$ cat src/rtl/tga_rle_pixel_decoder_unit_macros.svh
// Assertion macros shared by the run-length pixel decoder modules.
`ifndef TGA_RLE_PIXEL_DECODER_UNIT_MACROS_SVH
`define TGA_RLE_PIXEL_DECODER_UNIT_MACROS_SVH

`ifndef SYNTH
// Check that cons holds in the same cycle as ante.
`define TGAR_ASSERT_IMP(lbl, clk, rst_n, ante, cons) \
	lbl: assert property (@(posedge clk) disable iff (!rst_n) (ante) |-> (cons)) \
		else $error("%m: assertion failed");
// Check that cons holds in the cycle after ante.
`define TGAR_ASSERT_NXT(lbl, clk, rst_n, ante, cons) \
	lbl: assert property (@(posedge clk) disable iff (!rst_n) (ante) |=> (cons)) \
		else $error("%m: assertion failed");
`else
`define TGAR_ASSERT_IMP(lbl, clk, rst_n, ante, cons)
`define TGAR_ASSERT_NXT(lbl, clk, rst_n, ante, cons)
`endif

`endif

$ cat src/rtl/tgar_pkg.sv
// Shared types, constants and helpers of the run-length pixel decoder.
package tgar_pkg;

	// Field and register widths
	localparam int LW_W   = 13;
	localparam int LW_MAX = (1 << LW_W) - 1;
	localparam int CNT_W  = 8;
	localparam int COL_OUT_W = 12;

	// Line width limits
	localparam int MIN_LINE_WIDTH     = 64;
	localparam int DEF_MAX_LINE_WIDTH = 4096;

	// Register indexes
	localparam logic [1:0] CFG_PIXEL_FORMAT  = 2'd0;
	localparam logic [1:0] CFG_LINE_WIDTH    = 2'd1;
	localparam logic [1:0] CFG_VISIBLE_WIDTH = 2'd2;

	// Pixel format codes
	localparam logic [1:0] FMT_RGB555 = 2'd0;
	localparam logic [1:0] FMT_BGR    = 2'd1;
	localparam logic [1:0] FMT_BGRA   = 2'd2;

	// Register reset values
	localparam logic [1:0]      RST_PIXEL_FORMAT  = FMT_BGR;
	localparam logic [LW_W-1:0] RST_LINE_WIDTH    = 13'd640;
	localparam logic [LW_W-1:0] RST_VISIBLE_WIDTH = 13'd640;

	// Packet header layout
	localparam int HDR_RUN_BIT = 7;
	localparam logic [6:0] HDR_LEN_MASK = 7'h7F;

	// Parser phase
	typedef enum logic {
		PH_HEADER,
		PH_BODY
	} phase_t;

	// One decoded pixel with its repeat count
	typedef struct packed {
		logic [7:0]       blue;
		logic [7:0]       green;
		logic [7:0]       red;
		logic [CNT_W-1:0] count;
	} job_t;

	// Stored bytes per pixel; the spare code behaves as 32-bit
	function automatic logic [2:0] bytes_per_pixel(input logic [1:0] fmt);
		logic [2:0] n;
		unique case (fmt)
			FMT_RGB555: n = 3'd2;
			FMT_BGR:    n = 3'd3;
			default:    n = 3'd4;
		endcase
		return n;
	endfunction

endpackage

$ cat src/rtl/tgar_unpack.sv
// Packet header parser and pixel byte assembler.
module tgar_unpack (
	input  logic                 clk,
	input  logic                 arst_n,
	input  logic                 in_valid,
	output logic                 in_stall,
	input  logic [7:0]           stream_byte,
	input  logic [1:0]           pixel_format,
	input  logic                 job_busy,
	output logic                 job_load,
	output tgar_pkg::job_t       job
);

	tgar_pkg::phase_t phase_q, phase_d;
	logic [tgar_pkg::CNT_W-1:0] pkt_q, pkt_d;
	logic                       run_q, run_d;
	logic [1:0]                 bidx_q, bidx_d;
	logic [23:0]                pix_q, pix_d, pix_w;
	logic                       pix_done;
	logic                       accept;
	logic [15:0]                w16;

	// Merge the current word into the stored pixel bytes
	always_comb begin
		pix_w = pix_q;
		case (bidx_q)
			2'd0:    pix_w[7:0]   = stream_byte;
			2'd1:    pix_w[15:8]  = stream_byte;
			2'd2:    pix_w[23:16] = stream_byte;
			default: pix_w = pix_q;
		endcase
	end

	// Decode completion and handshake
	always_comb begin
		pix_done = (phase_q == tgar_pkg::PH_BODY) &&
			(({1'b0, bidx_q} + 3'd1) >= tgar_pkg::bytes_per_pixel(pixel_format));
		in_stall = pix_done & job_busy;
		accept   = in_valid & ~in_stall;
		job_load = accept & pix_done;
	end

	// Build the pixel colour and its count
	always_comb begin
		w16 = pix_w[15:0];
		if (pixel_format == tgar_pkg::FMT_RGB555) begin
			job.red   = {w16[14:10], 3'b000};
			job.green = {w16[9:5], 3'b000};
			job.blue  = {w16[4:0], 3'b000};
		end else begin
			job.blue  = pix_w[7:0];
			job.green = pix_w[15:8];
			job.red   = pix_w[23:16];
		end
		job.count = run_q ? pkt_q : tgar_pkg::CNT_W'(1);
	end

	// Next state
	always_comb begin
		phase_d = phase_q;
		pkt_d   = pkt_q;
		run_d   = run_q;
		bidx_d  = bidx_q;
		pix_d   = pix_q;
		if (accept) begin
			unique case (phase_q)
				tgar_pkg::PH_HEADER: begin
					run_d   = stream_byte[tgar_pkg::HDR_RUN_BIT];
					pkt_d   = {1'b0, stream_byte[6:0] & tgar_pkg::HDR_LEN_MASK} +
						tgar_pkg::CNT_W'(1);
					bidx_d  = 2'd0;
					phase_d = tgar_pkg::PH_BODY;
				end
				tgar_pkg::PH_BODY: begin
					pix_d = pix_w;
					if (!pix_done) begin
						bidx_d = bidx_q + 2'd1;
					end else begin
						bidx_d = 2'd0;
						if (run_q || pkt_q == '0) begin
							pkt_d = '0;
						end else begin
							pkt_d = pkt_q - tgar_pkg::CNT_W'(1);
						end
						if (pkt_d == '0) begin
							phase_d = tgar_pkg::PH_HEADER;
						end
					end
				end
				default: phase_d = tgar_pkg::PH_HEADER;
			endcase
		end
	end

	// Hold parser state
	always_ff @(posedge clk or negedge arst_n) begin
		if (!arst_n) begin
			phase_q <= tgar_pkg::PH_HEADER;
			pkt_q   <= '0;
			run_q   <= 1'b0;
			bidx_q  <= 2'd0;
			pix_q   <= '0;
		end else begin
			phase_q <= phase_d;
			pkt_q   <= pkt_d;
			run_q   <= run_d;
			bidx_q  <= bidx_d;
			pix_q   <= pix_d;
		end
	end

endmodule

$ cat src/rtl/tgar_segment.sv
// Line splitter: turns one pixel run into segments and holds the result register.
`include "tga_rle_pixel_decoder_unit_macros.svh"

module tgar_segment #(
	parameter int MAX_LINE_WIDTH = tgar_pkg::DEF_MAX_LINE_WIDTH
) (
	input  logic                             clk,
	input  logic                             arst_n,
	input  logic [tgar_pkg::LW_W-1:0]        line_width,
	input  logic [tgar_pkg::LW_W-1:0]        visible_width,
	input  logic                             job_load,
	input  tgar_pkg::job_t                   job,
	output logic                             job_busy,
	output logic                             out_valid,
	input  logic                             out_stall,
	output logic [7:0]                       blue,
	output logic [7:0]                       green,
	output logic [7:0]                       red,
	output logic [tgar_pkg::COL_OUT_W-1:0]   start_column,
	output logic [tgar_pkg::CNT_W-1:0]       pixel_count,
	output logic [tgar_pkg::CNT_W-1:0]       visible_count,
	output logic                             line_end,
	output logic                             last
);

	localparam int LW_W    = tgar_pkg::LW_W;
	localparam int EFF_MAX = (MAX_LINE_WIDTH > tgar_pkg::LW_MAX) ?
		tgar_pkg::LW_MAX : MAX_LINE_WIDTH;
	localparam int COL_W   = $clog2(EFF_MAX);

	logic                       job_vld_s1;
	tgar_pkg::job_t             job_s1;
	logic [tgar_pkg::CNT_W-1:0] rem_s1;
	logic [COL_W-1:0]           col_q;
	logic                       out_vld_q;

	logic [LW_W-1:0] width, col_ext, c0, room, n13, seg13, vis_room, vis13, col_nxt;
	logic            seg_fire, seg_end, seg_last;

	// Clamp the line width and cut the next segment
	always_comb begin
		if (line_width < LW_W'(tgar_pkg::MIN_LINE_WIDTH)) begin
			width = LW_W'(tgar_pkg::MIN_LINE_WIDTH);
		end else if (line_width > LW_W'(EFF_MAX)) begin
			width = LW_W'(EFF_MAX);
		end else begin
			width = line_width;
		end
		col_ext  = LW_W'(col_q);
		c0       = (col_ext >= width) ? '0 : col_ext;
		room     = width - c0;
		n13      = LW_W'(rem_s1);
		seg13    = (n13 < room) ? n13 : room;
		vis_room = visible_width - c0;
		if (visible_width > c0) begin
			vis13 = (vis_room < seg13) ? vis_room : seg13;
		end else begin
			vis13 = '0;
		end
		seg_end  = (seg13 == room);
		seg_last = (n13 == seg13);
		col_nxt  = seg_end ? '0 : c0 + seg13;
	end

	// Advance when the result register is free or being drained
	always_comb begin
		seg_fire = job_vld_s1 & (~out_vld_q | ~out_stall);
		job_busy = job_vld_s1 & ~(seg_fire & seg_last);
	end

	// Hold the pending run
	always_ff @(posedge clk or negedge arst_n) begin
		if (!arst_n) begin
			job_vld_s1 <= 1'b0;
		end else if (job_load) begin
			job_vld_s1 <= 1'b1;
		end else if (seg_fire && seg_last) begin
			job_vld_s1 <= 1'b0;
		end
	end

	always_ff @(posedge clk) begin
		if (job_load) begin
			job_s1 <= job;
			rem_s1 <= job.count;
		end else if (seg_fire) begin
			rem_s1 <= rem_s1 - seg13[tgar_pkg::CNT_W-1:0];
		end
	end

	// Track the column of the next pixel
	always_ff @(posedge clk or negedge arst_n) begin
		if (!arst_n) begin
			col_q <= '0;
		end else if (seg_fire) begin
			col_q <= col_nxt[COL_W-1:0];
		end
	end

	// Result register
	always_ff @(posedge clk or negedge arst_n) begin
		if (!arst_n) begin
			out_vld_q <= 1'b0;
		end else if (seg_fire) begin
			out_vld_q <= 1'b1;
		end else if (!out_stall) begin
			out_vld_q <= 1'b0;
		end
	end

	always_ff @(posedge clk) begin
		if (seg_fire) begin
			blue          <= job_s1.blue;
			green         <= job_s1.green;
			red           <= job_s1.red;
			start_column  <= c0[tgar_pkg::COL_OUT_W-1:0];
			pixel_count   <= seg13[tgar_pkg::CNT_W-1:0];
			visible_count <= vis13[tgar_pkg::CNT_W-1:0];
			line_end      <= seg_end;
			last          <= seg_last;
		end
	end

	assign out_valid = out_vld_q;

	`TGAR_ASSERT_IMP(a_count_nonzero, clk, arst_n, out_vld_q, pixel_count != '0)
	`TGAR_ASSERT_IMP(a_vis_in_seg, clk, arst_n, out_vld_q, visible_count <= pixel_count)
	`TGAR_ASSERT_NXT(a_col_wrap, clk, arst_n, seg_fire && seg_end, col_q == '0)
	`TGAR_ASSERT_NXT(a_run_held, clk, arst_n, seg_fire && !seg_last, job_vld_s1)

endmodule

$ cat src/rtl/tga_rle_pixel_decoder_unit.sv
// Top level of the run-length pixel decoder: register file and datapath.
//
// Input channel: one compressed stream word per transfer on stream_byte, taken at
// a rising edge with in_valid high and in_stall low. Header words and words that
// leave a pixel incomplete are taken every cycle and give no result.
// Output channel: one pixel segment per transfer (colour, start_column,
// pixel_count, visible_count, line_end, last), taken with out_valid high and
// out_stall low. The final segment caused by a word carries last.
// A completing word is held in the run register, which feeds the result register.
// Throughput: one word per cycle while in_stall is low. A run crossing one or two
// line ends gives two or three segments, one per cycle from the run register while
// out_stall is low; a following pixel-completing word waits for the last of them.
// Stall: with out_stall high the result register holds its segment, the run
// register fills, and in_stall rises for the next word that would finish a pixel.
// Reset: parser waits for a packet header, column is 0, no segment pending; the
// registers return to 24-bit format, line width 640, visible width 640.
// Configuration: cfg_we writes cfg_data to register cfg_index (0 format,
// 1 line width, 2 visible width); write only while no word is in flight.
module tga_rle_pixel_decoder_unit #(
	parameter int MAX_LINE_WIDTH = tgar_pkg::DEF_MAX_LINE_WIDTH
) (
	input  logic                             clk,
	input  logic                             arst_n,
	input  logic                             cfg_we,
	input  logic [1:0]                       cfg_index,
	input  logic [tgar_pkg::LW_W-1:0]        cfg_data,
	input  logic                             in_valid,
	output logic                             in_stall,
	input  logic [7:0]                       stream_byte,
	output logic                             out_valid,
	input  logic                             out_stall,
	output logic [7:0]                       blue,
	output logic [7:0]                       green,
	output logic [7:0]                       red,
	output logic [tgar_pkg::COL_OUT_W-1:0]   start_column,
	output logic [tgar_pkg::CNT_W-1:0]       pixel_count,
	output logic [tgar_pkg::CNT_W-1:0]       visible_count,
	output logic                             line_end,
	output logic                             last
);

	logic [1:0]                 fmt_q;
	logic [tgar_pkg::LW_W-1:0]  lw_q;
	logic [tgar_pkg::LW_W-1:0]  vw_q;
	logic                       job_busy;
	logic                       job_load;
	tgar_pkg::job_t             job;

	// Configuration registers
	always_ff @(posedge clk or negedge arst_n) begin
		if (!arst_n) begin
			fmt_q <= tgar_pkg::RST_PIXEL_FORMAT;
			lw_q  <= tgar_pkg::RST_LINE_WIDTH;
			vw_q  <= tgar_pkg::RST_VISIBLE_WIDTH;
		end else if (cfg_we) begin
			unique case (cfg_index)
				tgar_pkg::CFG_PIXEL_FORMAT:  fmt_q <= cfg_data[1:0];
				tgar_pkg::CFG_LINE_WIDTH:    lw_q  <= cfg_data;
				tgar_pkg::CFG_VISIBLE_WIDTH: vw_q  <= cfg_data;
				default: ;
			endcase
		end
	end

	// Header parser and pixel assembler
	tgar_unpack u_unpack (
		.clk          (clk),
		.arst_n       (arst_n),
		.in_valid     (in_valid),
		.in_stall     (in_stall),
		.stream_byte  (stream_byte),
		.pixel_format (fmt_q),
		.job_busy     (job_busy),
		.job_load     (job_load),
		.job          (job)
	);

	// Line splitter and result register
	tgar_segment #(
		.MAX_LINE_WIDTH (MAX_LINE_WIDTH)
	) u_segment (
		.clk           (clk),
		.arst_n        (arst_n),
		.line_width    (lw_q),
		.visible_width (vw_q),
		.job_load      (job_load),
		.job           (job),
		.job_busy      (job_busy),
		.out_valid     (out_valid),
		.out_stall     (out_stall),
		.blue          (blue),
		.green         (green),
		.red           (red),
		.start_column  (start_column),
		.pixel_count   (pixel_count),
		.visible_count (visible_count),
		.line_end      (line_end),
		.last          (last)
	);

endmodule
$ cat config.mk
export PLATFORM = sky130hd
export DESIGN_NAME = tga_rle_pixel_decoder_unit
export DESIGN_NICKNAME = d
export VERILOG_FILES = /design/src/rtl/tgar_pkg.sv /design/src/rtl/tgar_unpack.sv /design/src/rtl/tgar_segment.sv /design/src/rtl/tga_rle_pixel_decoder_unit.sv
export VERILOG_INCLUDE_DIRS = /design/src /design/src/rtl
export SDC_FILE = /design/constraint.sdc
export NUM_CORES = 1
export LEC_CHECK = 0
export ABC_CLOCK_PERIOD_IN_PS = 14400
export BUFFER_PORTS_ARGS = -buffer_cell sky130_fd_sc_hd__buf_2
export CORE_UTILIZATION = 60
export CTS_CLUSTER_DIAMETER = 30
export DETAILED_ROUTE_END_ITERATION = 10
export PLACE_DENSITY = 0.89
export SLEW_MARGIN = 20
export SYNTH_ARGS = -nofsm -noshare
export SYNTH_HDL_FRONTEND = slang
export SYNTH_SLANG_ARGS = --single-unit
$ cat constraint.sdc
create_clock -name clk -period 14.4 [get_ports clk]
set_clock_uncertainty 0.1 [all_clocks]
set_input_delay 2.88 -clock clk [delete_from_list [all_inputs] [get_ports clk]]
set_output_delay 2.88 -clock clk [all_outputs]
set_load 0.05 [all_outputs]
==> results.toml <==
[min_path]
worstHoldStart = "u_segment.job_s1[9]"
holdPathEnd = "u_segment.red[1]"
hold_path_class = "reg -> reg"
min_path_cells = 0

[timing]
finalHoldViolations = 0
setup_viol = 0
finalSetupTns_ns = 0
fin_hold_ws_ns = 0.322
fmax_ghz = 0.0866
fin_crit_ns = 11.55
slew_violations = 0
slew_headroom_pct = 31.3
worst_pin_slew_ns = 1.03
timing.final.crit_share_pct = 80.2
rsz0062_at_grt = "false"

[cts]
cts_num_sinks = 164
post_cts.repair.setup_buffers = 0
cts_tree = "done"
numCtsBuffers = 17
cts_root_buf = "clkbuf_16"
clk_pin_slew_worst_paths_ns = 0.07
clkLatencyLatePin_ns = 0.44
htreeDepth = 4
ctsHoldBuffers = 0
ctsResizeCount = 0
clockBufferDepth = 2

[route]
vias = 7614
drt_iter0_markers = 609
wire_per_inst_um = 21.0
ant_nets = 0
vias_per_cell = 6.30
firstDrtPassIters = 5
drc = 0
drt-total-wl_um = 25400

[critical_path]
cp_slowest_cell = "or4_1"
crit_top_cell = "a21oi_1"
rr_startpoint = "lw_q[11]"
end_kind = "primary output"
path_max_fanout = 13
ff2ff_path_depth = 41
r2r_end = "u_segment.visible_count[6]"
critPathArrivalTime_ns = 8.57
cp_data_required_time_ns = 11.42
crit_path_start_kind = "flop"
max_stage_delay_ns = 0.52
r2r_slack_ns = 4.48
crit_type = "reg -> out"

[synth]
synth_cell_types = 70
yosysSeqAreaShare_pct = 46.1
synth_top_family_by_area = "multiplexers"
synthXorXnorAreaFrac_pct = 4.05
synth_edf_count = 86
yosys.area_share.simple_pct = 11.2
yosysWarnings = 0
postSynth.asyncResetShare_pct = 47.6
synth_top_flop_cell = "edfxtp_1"
ys_seq_elements = 164
synthAdderAreaFrac_pct = 11.1
synth_compound_area_share_pct = 11.7
synthMuxAreaShare_pct = 12.1
avgSynthCellArea_sq_um = 11.0
syn-cell-area_sq_um = 9860
netlist_instances = 895

[placement]
dp_hpwl_um = 17600
gp_congestion = 0.964
io_buffers = 83

[finish]
layout_commonest_cell = "nand2_1"
fin_util_pct = 69.8
drive_gt1_share_pct = 20.8
n_fill_cell = 1119
diodes = 0
nNetsFinal = 1093
most-common-layout-cells = "nand2_1, edfxtp_1, buf_2, ha_1, dfrtp_1"
synthToLayoutAreaGrowth_pct = 12.9

[outcome]
outcome = "complete, no violations"

[floorplanning]
core_sq_um = 15900
die_h_um = 130
start_util_pct = 61.8
die_x_um = 130
io_pins = 84
die_area_sq_um = 16900
core.rowCount = 46

[global_routing]
grt_pass1_wl_um = 39600
antenna_found_initial = 0
grt_max_degree = 72
grt_pass1_vias = 7448
grt_overflow = 0
track_usage_pct = 31.3

[run]
maxCapViolCount = 0
[synth_stat cells (3+ instances only)]
| master | instances | area (sq um) |
|---|---|---|
| nor3_1 | 11 | 55.1 |
| nand3b_1 | 3 | 22.5 |
| a41oi_1 | 3 | 26.3 |
| o21a_1 | 3 | 22.5 |
| and3_1 | 3 | 18.8 |
| mux2i_1 | 37 | 370 |
| nand2b_1 | 8 | 50.1 |
| nor4_1 | 6 | 37.5 |
| inv_1 | 70 | 263 |
| nand4_1 | 9 | 56.3 |
| dfstp_2 | 5 | 131 |
| a21o_1 | 22 | 165 |
| clkbuf_1 | 17 | 63.8 |
| or4_1 | 3 | 22.5 |
| mux4_2 | 6 | 135 |
| buf_1 | 5 | 18.8 |
| dfrtp_1 | 73 | 1830 |
| buf_2 | 3 | 15.0 |
| o21ai_0 | 38 | 190 |
| mux2_2 | 56 | 631 |
| or3_1 | 4 | 25.0 |
| nor2_1 | 47 | 176 |
| o211ai_1 | 6 | 45.0 |
| xor2_1 | 11 | 96.3 |
| o21ai_1 | 3 | 15.0 |
| a21oi_1 | 49 | 245 |
| edfxtp_1 | 86 | 2580 |
| nor2_4 | 3 | 33.8 |
| o2111ai_1 | 4 | 35.0 |
| xnor2_1 | 32 | 280 |
| nand3_1 | 12 | 60.1 |
| o31ai_1 | 11 | 82.6 |
| mux2_1 | 5 | 56.3 |
| nand2_1 | 89 | 334 |
| o21bai_1 | 5 | 37.5 |
| fa_1 | 4 | 80.1 |
| nor2b_1 | 11 | 68.8 |
| and4_1 | 3 | 26.3 |
| a211oi_1 | 3 | 22.5 |
| and2_1 | 4 | 25.0 |
| ha_1 | 81 | 1010 |
[routing by layer]
layer / share of wire, % / wire length, um / up-vias / GRT usage, %
li1: - / - / 3413 / -
met1: 39 / 9810 / 3627 / 38.9
met2: 49 / 12400 / 456 / 51.5
met3: 7.8 / 1980 / 118 / 7.13
met4: 4.7 / 1180 / 0 / 15.8
met5: 0 / 0 / - / 0
[worst max-delay path by stage]
stage | start | end | slack (ns) | cells after the start
after floorplan | lw_q[11] | in_stall | 4.33 | 38
final | lw_q[11] | in_stall | 2.85 | 37
after global routing | lw_q[11] | in_stall | 2.52 | 37
after global placement | lw_q[11] | in_stall | 3.78 | 37
after detailed placement | lw_q[11] | in_stall | 3.26 | 35
after CTS | lw_q[11] | in_stall | 2.77 | 35
[flip-flops by register name, summed over array words and instances (netlist names), 2 cells and up]
signal                   cells
u_unpack.pkt_q               8
u_segment.visible_count      8
vw_q                        13
u_segment.pixel_count        8
lw_q                        13
u_segment.col_q             12
u_unpack.pix_q              24
fmt_q                        2
u_unpack.bidx_q              2
u_segment.job_s1            24
u_segment.red                8
u_segment.green              8
u_segment.rem_s1             8
u_segment.start_column      12
u_segment.blue               8
[cell type report]
cell class / count / area, sq um / area share [%]
timing repair buffer: 86 / 440 / 3.96
tap: 216 / 270 / 2.43
clock buffer: 17 / 425 / 3.82
multi-input combinational: 641 / 4980 / 44.8
sequential: 164 / 4540 / 40.8
clock inverter: 15 / 208 / 1.87
inverter: 70 / 263 / 2.36
[cell families after synthesis]
| kind of cell | Yosys count |
|---|---|
| AND/OR/NAND/NOR | 227 |
| AO/OA/AOI/OAI | 173 |
| flip-flops | 164 |
| multiplexers | 104 |
| buffers and inverters | 96 |
| adder cells (fa/ha/maj) | 85 |
| XOR/XNOR | 44 |
| other | 2 |
[through the flow]
step,cell area [sq um],cells,setup slack [ns]
2_1_floorplan,9880,901,4.33
3_3_place_gp,10500,1177,3.78
3_5_place_dp,10500,1177,3.26
4_1_cts,11100,1209,2.77
5_1_grt,11100,1209,2.52
6_report,11100,1209,2.85
[worst max-delay path, delay by kind of cell (launching register included)]
kind,cells,cell delay [ns]
AO/OA/AOI/OAI,13,2.11
XOR/XNOR,1,0.29
adder cells (fa/ha/maj),5,1.60
buffers and inverters,5,0.51
flip-flops,1,0.39
multiplexers,1,0.40
AND/OR/NAND/NOR,12,2.86
Power is left out: the tool's default activity adds up to more than one toggle a clock period on the data nets, which glitch-free logic cannot reach.
